$ cat config.mk
export PLATFORM = sky130hd
export DESIGN_NAME = fhs_front
export DESIGN_NICKNAME = d
export VERILOG_FILES = /design/src/rtl/core/fhs_pkg.sv /design/src/rtl/core/fhs_front.sv
export SDC_FILE = /design/constraint.sdc
export NUM_CORES = 1
export LEC_CHECK = 0
export ABC_AREA = 1
export ABC_CLOCK_PERIOD_IN_PS = 3550
export BUFFER_PORTS_ARGS = -buffer_cell sky130_fd_sc_hd__buf_2
export CORE_MARGIN = 2
export CORE_UTILIZATION = 36
export DETAILED_ROUTE_END_ITERATION = 7
export PLACE_DENSITY = 0.87
export SYNTH_ARGS = -nofsm -noshare
export SYNTH_HDL_FRONTEND = slang
export SYNTH_SLANG_ARGS = --single-unit
$ cat constraint.sdc
create_clock -name clk_i -period 3.55 [get_ports clk_i]
set_input_delay 0.71 -clock clk_i [delete_from_list [all_inputs] [get_ports clk_i]]
set_output_delay 0.71 -clock clk_i [all_outputs]
set_load 0.01 [all_outputs]
$ cat src/rtl/core/fhs_pkg.sv
// Shared types and constants of the feature bin histogram statistics block.
`default_nettype none

package fhs_pkg;

  // Default geometry of the histogram table
  localparam int FHS_FEATURES    = 64;
  localparam int FHS_BINS        = 256;
  localparam int FHS_QUEUE_DEPTH = 2;

  // Field widths fixed by the interface
  localparam int KIND_W    = 2;
  localparam int FEATURE_W = 6;
  localparam int BIN_W     = 8;
  localparam int TARGET_W  = 32;
  localparam int COUNT_W   = 32;
  localparam int SUM_W     = 64;
  localparam int SQUARE_W  = 63;
  localparam int CFG_W     = 9;

  localparam logic [CFG_W-1:0]    BINS_IN_USE_RESET = 9'd256;
  localparam logic [COUNT_W-1:0]  COUNT_MAX  = {COUNT_W{1'b1}};
  localparam logic [SQUARE_W-1:0] SQUARE_MAX = {SQUARE_W{1'b1}};
  localparam logic [SUM_W-1:0]    SUM_MAX    = {1'b0, {(SUM_W-1){1'b1}}};
  localparam logic [SUM_W-1:0]    SUM_MIN    = {1'b1, {(SUM_W-1){1'b0}}};

  // Command codes
  typedef enum logic [KIND_W-1:0] {
    KIND_ACCUM = 2'd0,
    KIND_READ  = 2'd1,
    KIND_CLEAR = 2'd2
  } kind_e;

  // Classified command handed from the front to the back
  typedef struct packed {
    kind_e                 op;
    logic                  in_range;
    logic [FEATURE_W-1:0]  feature;
    logic [BIN_W-1:0]      bin;
    logic [TARGET_W-1:0]   target;
  } cmd_t;

  // One table entry
  typedef struct packed {
    logic [COUNT_W-1:0]  count;
    logic [SUM_W-1:0]    sum;
    logic [SQUARE_W-1:0] square;
  } entry_t;

endpackage

`default_nettype wire

$ cat src/rtl/core/fhs_front.sv
// Front end: command acceptance, range classification and the bin limit register.
`default_nettype none

module fhs_front #(
  parameter int FEATURES = 64,
  parameter int BINS     = 256
) (
  input  wire                           clk_i,
  input  wire                           rst_ni,
  input  wire                           start_i,
  input  wire  [fhs_pkg::KIND_W-1:0]    kind_i,
  input  wire  [fhs_pkg::FEATURE_W-1:0] feature_i,
  input  wire  [fhs_pkg::BIN_W-1:0]     bin_i,
  input  wire  [fhs_pkg::TARGET_W-1:0]  target_i,
  input  wire                           cfg_we_i,
  input  wire  [fhs_pkg::CFG_W-1:0]     cfg_wdata_i,
  input  wire                           queue_full_i,
  input  wire                           clearing_i,
  output logic                          busy_o,
  output logic                          push_o,
  output fhs_pkg::cmd_t                 cmd_o
);
  import fhs_pkg::*;

  logic [CFG_W-1:0] bins_q;
  logic             accept;
  logic             in_range;
  logic             keep;

  // Hold the bin limit
  always_ff @(posedge clk_i or negedge rst_ni) begin
    if (!rst_ni) begin
      bins_q <= BINS_IN_USE_RESET;
    end else if (cfg_we_i) begin
      bins_q <= cfg_wdata_i;
    end
  end

  // Stall while the table is being cleared or the queue has no room
  assign busy_o = clearing_i | queue_full_i;
  assign accept = start_i & ~busy_o;

  assign in_range = (32'(feature_i) < FEATURES) && (32'(bin_i) < BINS) &&
                    ({1'b0, bin_i} < bins_q);

  // Drop commands that leave no trace; reads always produce a beat
  always_comb begin
    unique case (kind_i)
      KIND_READ:  keep = 1'b1;
      KIND_ACCUM,
      KIND_CLEAR: keep = in_range;
      default:    keep = 1'b0;
    endcase
  end

  assign push_o          = accept & keep;
  assign cmd_o.op        = kind_e'(kind_i);
  assign cmd_o.in_range  = in_range;
  assign cmd_o.feature   = feature_i;
  assign cmd_o.bin       = bin_i;
  assign cmd_o.target    = target_i;

endmodule

`default_nettype wire

==> impl_metrics.toml, run 1 <==
[timing]
hold_viol_final = 0
finClkSkew_ns = 0
rsz0062_at_grt = "false"
worst_pin_slew_ns = 0.249
slew_viol_final = 0
setup_viol = 0
setup-tns-final_ns = 0
post-route-period-util = 0.686
post-route-min-period_ns = 2.44
relSlewSlack = 0.834
max_freq_mhz = 411

[yosys]
synth_top_area_share = 0.383
syn_nets = 194
synth-main-ff-cell = "dfrtp_1"
ys_ff_latch = 9
synth_area_leaders = "buf_4, dfrtp_1, ha_1"
ys_seq_area_frac = 0.236
syn_area_per_cell_um2 = 7.74
synth.most_common_cell = "buf_4"
syn_area_um2 = 960
synth.distinct_cells = 17
yosys_warnings = 0
syn_inst = 124
synthArstFlopShare = 1.00
yosys.area.top_type = "buf_4"
synth_edf_count = 0
synth_top_cells_by_count = "buf_4, nand2_1, inv_1, dfrtp_1, o21ai_0"

[cts]
clk_pin_slew_ns = 0.06
cts_root_buffer = "clkbuf_4"
cts_htree_levels = 1
cts_buffers = 3
post_cts_buffers = 0
post_cts_resize_count = 0
clock_sinks = 9
tritoncts = "done"
insertion_delay_ns = 0.25
hold_buffers = 0
clockBufferDepth = 2

[power]
switching_share = 0.290
leakage_nw = 0.486
power.net_switching_w = 0.0000778
seqPwrFrac = 0.429
total_power_w = 0.000268
pwr-share-comb = 0.289
p_int_w = 0.000190
clkPwrFrac = 0.282
power_density_nw_per_um2 = 322
peakVddDrop_mv = 0.0873

[global_route]
grt_max_degree = 19
grt_pass1_vias = 542
grt_antenna_before_repair = 0
grt.total_usage = 0.0900
grt_pass1_wl_um = 2150
overflow = 0

[detailed_routing]
detail-route-antenna-nets = 0
vias = 605
wirelength_um = 1440
wl_per_cell_um = 10.0
first_pass_iters = 3
drc_errors = 0
vias_per_cell = 4.20
dr.first_iter.drc_count = 10

[worst_hold_path]
hold_path_class = "input pin to asynchronous set/reset pin"

[layout]
largest_register_ff_count = 9
reg_top3 = "bins_q: 9 flops"
insertedDiodeCount = 0
top_register = "bins_q"
utilization = 0.332
fillers = 292
fin_nets = 185
drive_gt1_frac = 0.395
syn2layout_area_growth_pct = -13.4
stdcell_count = 144
design_area_um2 = 831

[worst_setup_path]
required_ns = 2.84
critPathLaunchType = "input pin"
worstSetupEndpointType = "primary output"
crit_arrival_ns = 1.73
critPathMaxFanout = 2
critical_path_class = "input pin to primary output"

[place]
dp_cells = 140
dp_hpwl_um = 1270
portBuffers = 37
placed_cell_area_um2 = 805
gp_congestion = 0.631

[floorplanning]
die_area_um2 = 3090
num_rows = 18
die_h_um = 55.6
coreArea_um2 = 2500
initial_core_util = 0.384
ios = 114
fp.dieW_um = 55.6

[run]
drv_cap = 0

[run_status]
status = "complete, no violations"
-- layout make-up --
type,instances,area (um2),share of cell area
well taps,30,37.5,0.0452
flip-flops and latches,9,226,0.273
repair buffers,37,185,0.223
inverters,15,56.3,0.0678
clock buffers,4,26.3,0.0316
multi-input cells,49,299,0.360
-- layer usage --
| metal | vias up | routed length (um) | share of wire | global-route usage |
|---|---|---|---|---|
| met5 | - | 0 | 0 | 0 |
| met4 | 0 | 27 | 0.019 | 0.0871 |
| met3 | 6 | 174 | 0.12 | 0.0140 |
| met2 | 34 | 719 | 0.50 | 0.153 |
| met1 | 254 | 520 | 0.36 | 0.0922 |
| li1 | 311 | - | - | - |
-- cell families after synthesis --
kind of cell / share of synthesized area
AO/OA/AOI/OAI: 0.0808
adder cells (fa/ha/maj): 0.0913
buffers and inverters: 0.452
flip-flops: 0.236
AND/OR/NAND/NOR: 0.140
-- path summary, 6_finish.rpt --
| path | start | slack [ns] | cells after the start | end |
|---|---|---|---|---|
| worst max-delay path | bin_i[4] | 1.11 | 10 | push_o |
| worst min-delay path | rst_ni | 0.29 | 1 | bins_q[2] |
| worst max register to register | bins_q[8] | 2.73 | 2 | bins_q[8] |
| worst min register to register | bins_q[6] | 0.52 | 2 | bins_q[6] |
| max in group asynchronous | rst_ni | 3.02 | 1 | bins_q[8] |
| min in group clk_i | bins_q[6] | 0.52 | 2 | bins_q[6] |
-- critical path, cell delays in order --
cell and delay, ns:
buf_2 0.11, ha_1 0.30, nand2_1 0.09, inv_1 0.04, nand2_1 0.06, nand2_1 0.05
nand2_1 0.06, nand3_2 0.07, a21oi_2 0.11, buf_2 0.13
-- power by group through the flow --
stage | clock [W] | combinational [W] | sequential, W
detailed placement | 0 | 0.0000793 | 0.000117
finish | 0.0000755 | 0.0000774 | 0.000115
CTS | 0.0000778 | 0.0000795 | 0.000115
floorplan | 0 | 0.000101 | 0.000116
global placement | 0 | 0.0000753 | 0.000116
global route | 0.0000782 | 0.0000902 | 0.000116
-- through the flow --
| stage | setup WS [ns] | hold slack (ns) |
|---|---|---|
| global route | 0.992 | 0.301 |
| CTS | 1.09 | 0.287 |
| detailed placement | 1.09 | 0.518 |
| global placement | 1.11 | 0.494 |
| floorplan | 1.34 | 0.414 |
| finish | 1.11 | 0.286 |
-- layout by cell type, fill, tap and decap left out --
cell      count
a21boi_4      1
a21oi_1       1
a21oi_2       1
buf_2        37
clkbuf_1      1
clkbuf_4      3
dfrtp_1       8
dfstp_2       1
ha_1          7
inv_1        15
nand2_1      22
nand3_2       2
nand3b_1      1
nor2_1        3
o21ai_0       8
o21ai_1       1
or2_0         1
or2_1         1
(Power assumes the default switching activity.)
==> inputs of run 2 (changes only) <==
- ABC_CLOCK_PERIOD_IN_PS: 3550 -> 2200
- CORE_UTILIZATION: 36 -> 30
- PLACE_DENSITY: 0.87 -> 0.77
- clock period: 3.55 -> 2.2 ns (I/O delays scaled with it)
==> run 2 against run 1 <==
Utilization shrank 5.4 points. Final cell count grew 9.7%. Final area grew 2.1%. Sequential power grew 61%. Power grew 58%. Critical path depth shrank 2. Largest cell class unchanged.
==> impl_metrics.toml, run 2 (synthesis results as in run 1) <==
[global_route]
grt_pass1_wl_um = 2040
overflow = 0
grt_antenna_before_repair = 0
grt_max_degree = 19
grt_pass1_vias = 537
grt.total_usage = 0.0774

[place]
gp_congestion = 0.651
portBuffers = 37
dp_hpwl_um = 1240
post-place-ws_ns = 0.295

[worst_setup_path]
crit_chain = "inv_1 > ha_1 > nand2_1 > nand2_1 > a21boi_4 > nand3_2 > a21oi_2 > buf_2"
cp_num_buf_inv = 2
crit_family = "flip-flops"
crit_path_frequent_cell = "nand2_1"
slowest_delay_ns = 0.35
crit_arrival_ns = 1.52
worstSetupEndpointType = "primary output"
required_ns = 1.76
critPathLaunchType = "flop"
critPathMaxFanout = 2
crit_path_top_delay_cell = "dfrtp_1"
critical_path_class = "flop to primary output"

[timing]
fin_ws_ns = 0.239
rsz0062_at_grt = "false"
post-route-period-util = 0.891
max_freq_mhz = 510
setup_viol = 0
finClkSkew_ns = 0
post-route-min-period_ns = 1.96
hold_viol_final = 0
relSlewSlack = 0.839
setup-tns-final_ns = 0
worst_pin_slew_ns = 0.242
slew_viol_final = 0

[layout]
layout_common_cells = "buf_2, nand2_1, inv_1, o21ai_0, dfrtp_1"
drive_gt1_frac = 0.395
final_common_cell = "buf_2"
fin_nets = 185
multi_input_area_um2 = 299
regArea_um2 = 226
reg_top3 = "bins_q: 9 flops"
top_register = "bins_q"
largest_register_ff_count = 9
insertedDiodeCount = 0
syn2layout_area_growth_pct = -11.6
fillers = 360

[detailed_routing]
vias_per_cell = 3.76
detail-route-antenna-nets = 0
dr.first_iter.drc_count = 4
wirelength_um = 1370
vias = 594
drc_errors = 0
wl_per_cell_um = 8.65
first_pass_iters = 3

[floorplanning]
num_rows = 20
coreArea_um2 = 3050
initial_core_util = 0.314
ios = 114
die_area_um2 = 3670
fp.dieW_um = 60.6
die_h_um = 60.6

[power]
peakVddDrop_mv = 0.141
leakage_nw = 0.486
power_density_nw_per_um2 = 500

[run]
drv_cap = 0

[cts]
post_cts_resize_count = 0
tritoncts = "done"
cts_buffers = 3
insertion_delay_ns = 0.25
cts_htree_levels = 1
clock_sinks = 9
cts_root_buffer = "clkbuf_4"
clk_pin_slew_ns = 0.05
clockBufferDepth = 2
hold_buffers = 0
post_cts_buffers = 0

[worst_hold_path]
hold_path_class = "input pin to asynchronous set/reset pin"

[run_status]
status = "complete, no violations"
run 2: power breakdown:
part	internal, W	switching (W)
Combinational	0.0000553	0.0000673
Clock	0.0000692	0.0000473
Sequential	0.000182	0.00000370
run 2: final cells by class:
class	instances	area share
Clock buffer	4	0.0310
Sequential cell	9	0.267
Inverter	15	0.0664
Tap cell	44	0.0649
Multi-Input combinational cell	49	0.353
Timing Repair Buffer	37	0.218
run 2: stage by stage:
| step | power, W | util | hold slack (ns) | std cells | cell area [um2] |
|---|---|---|---|---|---|
| after CTS | 0.000435 | 0.278 | 0.0178 | 158 | 848 |
| after global routing | 0.000463 | 0.278 | 0.0293 | 158 | 848 |
| after detailed placement | 0.000314 | 0.269 | 0.292 | 154 | 822 |
| after global placement | 0.000310 | 0.269 | 0.291 | 154 | 822 |
| after floorplan | 0.000351 | - | 0.144 | 124 | 960 |
| final | 0.000424 | 0.278 | 0.0223 | 158 | 848 |
run 2: metal layers:
metal	vias to the layer above	global-route usage	part of all wire
li1	309	-	-
met2	29	0.117	0.44
met3	14	0.0384	0.13
met5	-	0	0
met4	0	0.0839	0.033
met1	242	0.0721	0.40
run 2: worst paths after layout:
kind	start	endpoint	slack [ns]	cells after the start
max	bins_q[6]	push_o	0.24	8
min	rst_ni	bins_q[1]	0.02	1
max reg2reg	bins_q[8]	bins_q[8]	1.40	2
min reg2reg	bins_q[6]	bins_q[6]	0.51	2
max in group asynchronous	rst_ni	bins_q[8]	1.94	1
min in group clk_i	cfg_wdata_i[1]	bins_q[1]	0.39	3
run 2: worst register-to-register path: cells and delay by family, from the launching register on:
kind,cells,cell delay [ns]
buf+inv,1,0.06
flops,1,0.52
compound gates,1,0.14
