## src/rtl/core/fhs_pkg.sv

```systemverilog
// Shared types and constants of the feature bin histogram statistics block.
`default_nettype none

package fhs_pkg;

  // Default geometry of the histogram table
  localparam int FHS_FEATURES    = 64;
  localparam int FHS_BINS        = 256;
  localparam int FHS_QUEUE_DEPTH = 2;

  // Field widths fixed by the interface
  localparam int KIND_W    = 2;
  localparam int FEATURE_W = 6;
  localparam int BIN_W     = 8;
  localparam int TARGET_W  = 32;
  localparam int COUNT_W   = 32;
  localparam int SUM_W     = 64;
  localparam int SQUARE_W  = 63;
  localparam int CFG_W     = 9;

  localparam logic [CFG_W-1:0]    BINS_IN_USE_RESET = 9'd256;
  localparam logic [COUNT_W-1:0]  COUNT_MAX  = {COUNT_W{1'b1}};
  localparam logic [SQUARE_W-1:0] SQUARE_MAX = {SQUARE_W{1'b1}};
  localparam logic [SUM_W-1:0]    SUM_MAX    = {1'b0, {(SUM_W-1){1'b1}}};
  localparam logic [SUM_W-1:0]    SUM_MIN    = {1'b1, {(SUM_W-1){1'b0}}};

  // Command codes
  typedef enum logic [KIND_W-1:0] {
    KIND_ACCUM = 2'd0,
    KIND_READ  = 2'd1,
    KIND_CLEAR = 2'd2
  } kind_e;

  // Classified command handed from the front to the back
  typedef struct packed {
    kind_e                 op;
    logic                  in_range;
    logic [FEATURE_W-1:0]  feature;
    logic [BIN_W-1:0]      bin;
    logic [TARGET_W-1:0]   target;
  } cmd_t;

  // One table entry
  typedef struct packed {
    logic [COUNT_W-1:0]  count;
    logic [SUM_W-1:0]    sum;
    logic [SQUARE_W-1:0] square;
  } entry_t;

endpackage

`default_nettype wire

```

## src/rtl/core/fhs_queue.sv

```systemverilog
// Short command queue between the front and back ends.
`default_nettype none

module fhs_queue #(
  parameter int DEPTH = 2
) (
  input  wire            clk_i,
  input  wire            rst_ni,
  input  wire            push_i,
  input  fhs_pkg::cmd_t  cmd_i,
  input  wire            pop_i,
  output fhs_pkg::cmd_t  cmd_o,
  output logic           empty_o,
  output logic           full_o
);
  import fhs_pkg::*;

  localparam int PW = (DEPTH > 1) ? $clog2(DEPTH) : 1;
  localparam int CW = $clog2(DEPTH + 1);

  cmd_t          slots_q [DEPTH];
  logic [PW-1:0] wr_ptr_q, rd_ptr_q;
  logic [CW-1:0] count_q;

  assign empty_o = (count_q == '0);
  assign full_o  = (count_q == CW'(DEPTH));
  assign cmd_o   = slots_q[rd_ptr_q];

  // Advance pointers and occupancy
  always_ff @(posedge clk_i or negedge rst_ni) begin
    if (!rst_ni) begin
      wr_ptr_q <= '0;
      rd_ptr_q <= '0;
      count_q  <= '0;
    end else begin
      if (push_i) begin
        wr_ptr_q <= (wr_ptr_q == PW'(DEPTH - 1)) ? '0 : wr_ptr_q + 1'b1;
      end
      if (pop_i) begin
        rd_ptr_q <= (rd_ptr_q == PW'(DEPTH - 1)) ? '0 : rd_ptr_q + 1'b1;
      end
      if (push_i && !pop_i) begin
        count_q <= count_q + 1'b1;
      end else if (pop_i && !push_i) begin
        count_q <= count_q - 1'b1;
      end
    end
  end

  // Store the pushed beat
  always_ff @(posedge clk_i) begin
    if (push_i) begin
      slots_q[wr_ptr_q] <= cmd_i;
    end
  end

  a_no_push_full: assert property (@(posedge clk_i) disable iff (!rst_ni)
    push_i |-> !full_o) else $error("push into full queue");
  a_no_pop_empty: assert property (@(posedge clk_i) disable iff (!rst_ni)
    pop_i |-> !empty_o) else $error("pop from empty queue");
  a_count_up: assert property (@(posedge clk_i) disable iff (!rst_ni)
    (push_i && !pop_i) |=> (count_q == $past(count_q) + 1'b1))
    else $error("queue occupancy did not grow on push");

endmodule

`default_nettype wire

```

## config.mk

```make
export PLATFORM = sky130hd
export DESIGN_NAME = fhs_queue
export DESIGN_NICKNAME = d
export VERILOG_FILES = /design/src/rtl/core/fhs_pkg.sv /design/src/rtl/core/fhs_queue.sv
export SDC_FILE = /design/constraint.sdc
export NUM_CORES = 1
export LEC_CHECK = 0
export BUFFER_PORTS_ARGS = -buffer_cell sky130_fd_sc_hd__buf_2
export CORE_MARGIN = 10
export CORE_UTILIZATION = 52
export DETAILED_ROUTE_END_ITERATION = 12
export GPL_ROUTABILITY_DRIVEN = 0
export PLACE_DENSITY = 0.77
export RECOVER_POWER = 100
export SLEW_MARGIN = 30
export SYNTH_ARGS = -nofsm -noshare
export SYNTH_HDL_FRONTEND = slang
export SYNTH_SLANG_ARGS = --single-unit
```

## constraint.sdc

```tcl
create_clock -name clk_i -period 3.4 [get_ports clk_i]
set_input_delay 0.17 -clock clk_i [delete_from_list [all_inputs] [get_ports clk_i]]
set_output_delay 0.17 -clock clk_i [all_outputs]
set_load 0.03 [all_outputs]
```

==> flow_metrics.tcl, run 1 <==
set metrics [dict create \
    layout_commonest_cell "edfxtp_1" \
    outcome "complete, but fails checks" \
    final_util 0.653 \
    yosysUniqueCellTypes 12 \
    drt-pass1-iter-count 4 \
    area_growth_pct 20.3 \
    crit_arrival_ns 2.50 \
    numClockSinks 102 \
    wirelength_um 7580 \
    cp-start-kind "flop" \
    final_cell_mix "edfxtp_1, clkbuf_1, buf_2" \
    cts_root_buf "clkbuf_8" \
    hp-class "in -> reg" \
    die-area_mm2 0.0115 \
    fin_setup_tns_ns 0 \
    dp_hpwl_um 5190 \
    seqCellArea_mm2 0.00304 \
    multi_input_area_um2 689 \
    wl_per_cell_um 18.3 \
    synth.area.top_cells "edfxtp_1, mux2_4, buf_12" \
    io_pins 104 \
    grt_max_degree 51 \
    final_cells 413 \
    numPlacedInstances 368 \
    rows 31 \
    cts-resized-gates 0 \
    start_util 0.542 \
    post-route-period-util 0.743 \
    power_mw 3.87 \
    hold_viol_final 0 \
    end_kind "flop" \
    grt_pass1_wl_um 11500 \
    drtIter0Drc 52 \
    p_per_area_mw_per_mm2 808 \
    finalMaxSlewViolations 25 \
    yosysSeqAreaShare 0.765 \
    drc_errors 0 \
    ys_warn_count 0 \
    final_area_mm2 0.00478 \
    cap_violations 1 \
    via_per_inst 4.72 \
    fmax_ghz 0.396 \
    synth_top_cell_by_area "edfxtp_1" \
    cts_tree "built" \
    place_area_mm2 0.00454 \
    clock_skew_ns 0.00717 \
    htreeDepth 3 \
    ant_nets 0 \
    crit_required_ns 3.37 \
    hold_depth 1 \
    grt_setup_unrepaired "no" \
    antenna_found_initial 0 \
    clk_pin_slew_ns 0.09 \
    vias 1951 \
    setup_viol 0 \
    core-area_mm2 0.00733 \
    r2r_cells 2 \
    path_class "reg -> reg" \
    min_from "cmd_i[20]" \
    avgSynthCellArea_um2 23.5 \
    finalCriticalPeriod_ns 2.53 \
    fin_nets 363 \
    clk_latency_ns 0.34 \
    syn-num-nets 223 \
    holdPathEnd "slots_q[1][20]$_DFFE_PP_" \
    worst_pin_slew_ns 1.62 \
    leakagePower_nw 1.74 \
    reg2reg_setup_slack_ns 0.87 \
    numCtsBuffers 9 \
    syn_inst 169 \
    num_antenna_cells 0 \
    grt_use_total 0.131 \
    slew_headroom -0.0796 \
    port_buffers 103 \
    ys_ff_latch 102 \
    syn_area_mm2 0.00398 \
    vdd_drop_max_mv 0.574 \
    die_x_um 107 \
    violations "capacitance limit, slew limit" \
    crit_fanout 27 \
    grt_overflow 0 \
    clk_path_buf_depth 2 \
    layout-drive-gt1-share 0.258 \
    reg2reg_from "wr_ptr_q$_DFFE_PN0P_" \
    nFillCells 577 \
    yosysTopAreaCellShare 0.740 \
    die_h_um 107 \
    reg2reg_to "slots_q[0][43]$_DFFE_PP_" \
    first_global_vias 2102 \
]
## worst max path at each step
stage | cells past startpoint | slack, ns | to | from
final | 2 | 0.87 | slots_q[0][43]$_DFFE_PP_ | wr_ptr_q$_DFFE_PN0P_
after global routing | 2 | 0.63 | slots_q[0][43]$_DFFE_PP_ | wr_ptr_q$_DFFE_PN0P_
after CTS | 2 | 1.23 | cmd_o[42] | rd_ptr_q$_DFFE_PN0P_
after detailed placement | 2 | 1.58 | slots_q[1][28]$_DFFE_PP_ | wr_ptr_q$_DFFE_PN0P_
after global placement | 2 | 1.59 | slots_q[1][28]$_DFFE_PP_ | wr_ptr_q$_DFFE_PN0P_
after floorplan | 1 | 0.35 | slots_q[0][0]$_DFFE_PP_ | wr_ptr_q$_DFFE_PN0P_
## flip-flops by register name, summed over array words and instances, names as in the netlist
name	cells
slots_q	98
count_q	2
rd_ptr_q	1
wr_ptr_q	1
## cell type report
cell class                 count  area share
tap                           99      0.0259
multi-input combinational     60       0.144
inverter                       1    0.000785
timing repair buffer         135       0.158
clock buffer                  10      0.0267
clock inverter                 6     0.00811
sequential                   102       0.636
## report_power, final
group	total, mW	switching, mW	internal, mW
Clock	0.641	0.376	0.264
Sequential	1.87	0.202	1.67
Combinational	1.35	0.872	0.479
Total	3.87	1.45	2.42
## metrics by stage
| step | hold slack [ns] | setup WS [ns] |
|---|---|---|
| 4_1_cts | 0.00127 | 1.23 |
| 6_report | 0.0211 | 0.874 |
| 5_1_grt | 0.00358 | 0.633 |
| 2_1_floorplan | -0.126 | 0.350 |
| 3_3_place_gp | -0.0217 | 1.59 |
| 3_5_place_dp | -0.0172 | 1.58 |
## Yosys cell counts
cell type   n
edfxtp_1   98
inv_1       1
buf_12      5
xnor2_1     1
nor2b_1     2
xor2_1      4
mux2_4     49
and2_1      1
ha_1        1
dfrtp_1     4
nor2_1      2
buf_6       1
## routing by layer
layer	GRT usage	vias up	wire (um)
li1	-	938	-
met3	0.0437	12	522
met4	0.0649	0	155
met5	0	-	0
met2	0.212	62	3810
met1	0.152	939	3090
## cell families (layout without fill, tap and decap cells)
logic type    after synthesis  in the layout  share of synthesized area
flops                     102            102                      0.765
mux                        49             49                      0.185
buf+inv                     7            152                     0.0289
xor+xnor                    5              5                     0.0110
simple gates                5              5                    0.00661
fa+ha+maj                   1              1                    0.00315
## repair_timing
action / 4_1_cts / 5_1_grt
buffers inserted: 0 / 0
endpoints found under the hold margin: 49 / 8
hold buffers: 24 / 5
## critical path: stages (launching register included)
cell	delay, ns
dfrtp_1	0.42
nor2b_2	1.12
clkbuf_1	0.61
(Power assumes the default switching activity.)
==> run 2: changes to the inputs <==
Settings changed: CORE_UTILIZATION 52 to 47, PLACE_DENSITY 0.77 to 0.73.
Clock period 3.4 ns to 2.2 ns, I/O delays scaled along.
==> flow_metrics.tcl, run 2 (synthesis gave the netlist of run 1 again) <==
set metrics [dict create \
    outcome "complete, no violations" \
    wl_met3_um 547 \
    clk_pin_slew_ns 0.09 \
    grt_max_degree 51 \
    ant_nets 0 \
    cts-resized-gates 0 \
    cts_tree "built" \
    fmax_ghz 0.528 \
    hold_viol_final 0 \
    fin_setup_tns_ns 0 \
    port_buffers 103 \
    critical_path.most_common_cell "clkbuf_1" \
    finalMaxSlewViolations 0 \
    place_area_mm2 0.00460 \
    drtIter0Drc 61 \
    critPathBufInv 3 \
    first_global_vias 2339 \
    hold_buffers 52 \
    met2_length_um 3970 \
    routed.top_layer "met4" \
    drt-pass1-iter-count 4 \
    htreeDepth 3 \
    io_pins 104 \
    layout-drive-gt1-share 0.231 \
    largest_register "slots_q" \
    start_util 0.484 \
    final_util 0.629 \
    clk_latency_ns 0.35 \
    post_cts_buffers 0 \
    met1_length_um 3090 \
    crit_required_ns 2.17 \
    fin_nets 388 \
    wirelength_um 7700 \
    layout_commonest_cell "edfxtp_1" \
    grt_overflow 0 \
    antenna_found_initial 0 \
    num_antenna_cells 0 \
    numClockSinks 102 \
    dp_hpwl_um 5130 \
    clock_skew_ns 0.00635 \
    crit_arrival_ns 1.86 \
    setup_viol 0 \
    leakagePower_nw 1.90 \
    whs_ns 0.112 \
    rows 33 \
    cts_root_buf "clkbuf_8" \
    final_cell_mix "edfxtp_1, clkbuf_1, dlygate4sd3_1" \
    vias 2058 \
    clk_path_buf_depth 2 \
    area_growth_pct 30.1 \
    grt_setup_unrepaired "no" \
    hp-class "in -> async" \
    wl_per_cell_um 17.4 \
    critPathMaxStageDelay_ns 0.82 \
    finalCriticalPeriod_ns 1.89 \
    largest_reg_flops 98 \
    top_regs "slots_q x98, count_q x2" \
    die-area_mm2 0.0125 \
    worst_pin_slew_ns 1.11 \
    crit_fanout 20 \
    cap_violations 0 \
    end_kind "flop" \
    post-route-period-util 0.860 \
    critPathTopFamily "buffers and inverters" \
    vdd_drop_max_mv 0.870 \
    die_h_um 112 \
    slew_headroom 0.261 \
    final_area_mm2 0.00517 \
    drc_errors 0 \
    core-area_mm2 0.00822 \
    p_per_area_mw_per_mm2 1240 \
    via_per_inst 4.65 \
    grt_use_total 0.123 \
    path_class "in -> reg" \
    cp-start-kind "primary input" \
    grt_pass1_wl_um 12200 \
    worstPathCellList "dlygate4sd3_1 -> clkbuf_1 -> and2_2 -> clkbuf_1" \
    final_cells 443 \
    die_x_um 112 \
    numCtsBuffers 9 \
    crit_slowest_cell "clkbuf_1" \
    numPlacedInstances 376 \
]
[run 2: changes by cell type in the layout (fill, tap and decap cells not counted), sizes merged]
| cell | previous run | this run |
|---|---|---|
| buf | 52 | 14 |
| bufinv | 0 | 1 |
| clkbuf | 64 | 104 |
| clkinv | 6 | 4 |
| dlygate4sd3 | 29 | 52 |
[run 2: where the power goes]
part	switching (mW)	internal, mW
clock	0.576	0.513
sequential	0.116	2.59
combinational	1.62	0.992
total	2.31	4.09
[run 2: final timing paths]
| path | start | end | slack [ns] | cells past startpoint |
|---|---|---|---|---|
| setup / recovery | push_i | slots_q[1][7]$_DFFE_PP_ | 0.31 | 4 |
| hold / removal | rst_ni | rd_ptr_q$_DFFE_PN0P_ | 0.11 | 2 |
| setup reg to reg | wr_ptr_q$_DFFE_PN0P_ | slots_q[1][7]$_DFFE_PP_ | 0.44 | 2 |
| hold reg to reg | count_q[1]$_DFFE_PN0P_ | count_q[1]$_DFFE_PN0P_ | 0.50 | 1 |
| max in group asynchronous | rst_ni | rd_ptr_q$_DFFE_PN0P_ | 1.88 | 2 |
| min in group clk_i | cmd_i[20] | slots_q[0][20]$_DFFE_PP_ | 0.48 | 2 |
[run 2: final cells by class]
| type | instances | area [um^2] |
|---|---|---|
| flip-flops and latches | 102 | 3050 |
| fillers | 631 | 3050 |
| repair buffers | 160 | 988 |
| multi-input cells | 60 | 822 |
| well taps | 105 | 131 |
| clock buffers | 10 | 128 |
| clock inverters | 5 | 51.3 |
| inverters | 1 | 3.75 |
[run 2: metrics by stage]
step	power [mW]	setup slack [ns]
after CTS	6.61	0.397
after floorplan	4.92	0.0913
final	6.40	0.307
after global routing	6.73	0.195
after global placement	5.42	0.797
after detailed placement	5.46	0.797
[run 2: routing by layer]
metal	vias up	global-route usage
li1	987	-
met1	993	0.132
met2	72	0.214
met3	6	0.0472
met4	0	0.0482
met5	-	0
==> run 3: changes to the inputs <==
Settings changed: CORE_ASPECT_RATIO from default to 1.5.
==> flow_metrics.tcl, run 3 (synthesis gave the netlist of run 1 again) <==
set metrics [dict create \
    start_util 0.476 \
    power_mw 6.75 \
    reg2reg_setup_slack_ns 0.33 \
    die_h_um 133 \
    drc_errors 0 \
    grt_pass1_wl_um 12400 \
    critPathMaxStageDelay_ns 0.73 \
    cap_violations 0 \
    fin_setup_tns_ns 0 \
    hp-class "in -> async" \
    grt_max_degree 37 \
    power_frac_clock 0.206 \
    die-area_mm2 0.0126 \
    largest_register "slots_q" \
    port_buffers 103 \
    crit_arrival_ns 1.91 \
    post-route-period-util 0.919 \
    finalMaxSlewViolations 0 \
    worst_pin_slew_ns 1.04 \
    clk_latency_ns 0.33 \
    reg2reg_to "slots_q[1][26]$_DFFE_PP_" \
    p_sw_mw 2.36 \
    layout_commonest_cell "edfxtp_1" \
    final_cells 444 \
    outcome "complete, no violations" \
    grt_overflow 0 \
    netSwitchingFraction 0.349 \
    vdd_drop_max_mv 0.707 \
    worstPathCellList "buf_12 -> mux2_4 -> clkbuf_2" \
    startpoint "rd_ptr_q$_DFFE_PN0P_" \
    numPlacedInstances 376 \
    io_pins 104 \
    finalCriticalPeriod_ns 2.02 \
    combPwrFrac 0.376 \
    fmax_ghz 0.495 \
    post_cts_buffers 0 \
    rows 41 \
    first_global_vias 2402 \
    critPathBufInv 2 \
    hold_viol_final 0 \
    clk_pin_slew_ns 0.06 \
    cts_root_buf "clkbuf_16" \
    slew_headroom 0.305 \
    cp.depth 3 \
    final_util 0.633 \
    nFillCells 612 \
    p_per_area_mw_per_mm2 1280 \
    largest_reg_flops 98 \
    via_per_inst 4.66 \
    end_kind "output pin" \
    top_regs "slots_q x98, count_q x2" \
    whs_ns 0.156 \
    wirelength_um 7730 \
    num_antenna_cells 0 \
    drt-pass1-iter-count 4 \
    dp_hpwl_um 5150 \
    wl_per_cell_um 17.4 \
    numClockSinks 102 \
    critPathCapture "cmd_o[44]" \
    cts-resized-gates 0 \
    critPathTopFamily "flip-flops" \
    final_cell_mix "edfxtp_1, clkbuf_1, dlygate4sd3_1" \
    p_seq_frac 0.418 \
    cp-start-kind "flop" \
    fin_nets 386 \
    vias 2069 \
    crit_required_ns 2.09 \
    hold_buffers 52 \
    ant_nets 0 \
    die_x_um 95.1 \
    drtIter0Drc 107 \
    core-area_mm2 0.00836 \
    crit_fanout 27 \
    layout-drive-gt1-share 0.329 \
    internal-power_mw 4.40 \
    setup_viol 0 \
    clock_skew_ns 0.00535 \
    path_class "reg -> out" \
    grt_use_total 0.131 \
    htreeDepth 3 \
    leakagePower_nw 2.02 \
    r2r_cells 2 \
    cts_tree "built" \
    area_growth_pct 33.1 \
    numCtsBuffers 9 \
    grt_setup_unrepaired "no" \
    crit_slowest_cell "dfrtp_4" \
    antenna_found_initial 0 \
    reg2reg_from "wr_ptr_q$_DFFE_PN0P_" \
    clk_path_buf_depth 2 \
]
-- run 3: cell type report --
| cell class | count | area [um^2] | area share |
|---|---|---|---|
| timing repair buffer | 158 | 1020 | 0.193 |
| inverter | 1 | 3.75 | 0.000709 |
| tap | 107 | 134 | 0.0253 |
| sequential | 102 | 3050 | 0.576 |
| multi-input combinational | 60 | 821 | 0.155 |
| clock buffer | 13 | 240 | 0.0454 |
| clock inverter | 3 | 22.5 | 0.00426 |
-- run 3: worst reg2reg max path, cell delays in order, from the launching register on --
cell     delay [ns]
dfrtp_1        0.39
and2_0         0.83
buf_12         0.31
-- run 3: per-stage QoR --
stage,setup WS [ns],area (um^2)
after floorplan,0.0913,3980
after global placement,0.550,4590
after detailed placement,0.534,4590
after CTS,0.163,5370
after global routing,0.109,5290
final,0.178,5290
-- run 3: worst min-delay path by stage --
stage               startpoint                      to  cells past startpoint
floorplan               rst_ni  count_q[0]$_DFFE_PN0P_                      0
global placement        rst_ni  count_q[1]$_DFFE_PN0P_                      1
detailed placement      rst_ni  count_q[1]$_DFFE_PN0P_                      1
CTS                     rst_ni  count_q[0]$_DFFE_PN0P_                      2
global route            rst_ni  count_q[0]$_DFFE_PN0P_                      2
finish                  rst_ni  count_q[0]$_DFFE_PN0P_                      2
-- run 3: power groups by stage --
stage               clock (mW)  combinational, mW  sequential [mW]
floorplan                    0               2.20             2.72
global placement             0               2.55             2.85
detailed placement           0               2.57             2.87
CTS                       1.43               2.65             2.83
global route              1.51               2.68             2.87
finish                    1.39               2.54             2.82
-- run 3: metal layers --
| layer | global-route usage | vias to the layer above | share of wire |
|---|---|---|---|
| li1 | - | 987 | - |
| met1 | 0.121 | 1008 | 0.33 |
| met2 | 0.243 | 57 | 0.59 |
| met3 | 0.0323 | 17 | 0.056 |
| met4 | 0.0776 | 0 | 0.032 |
| met5 | 0 | - | 0 |
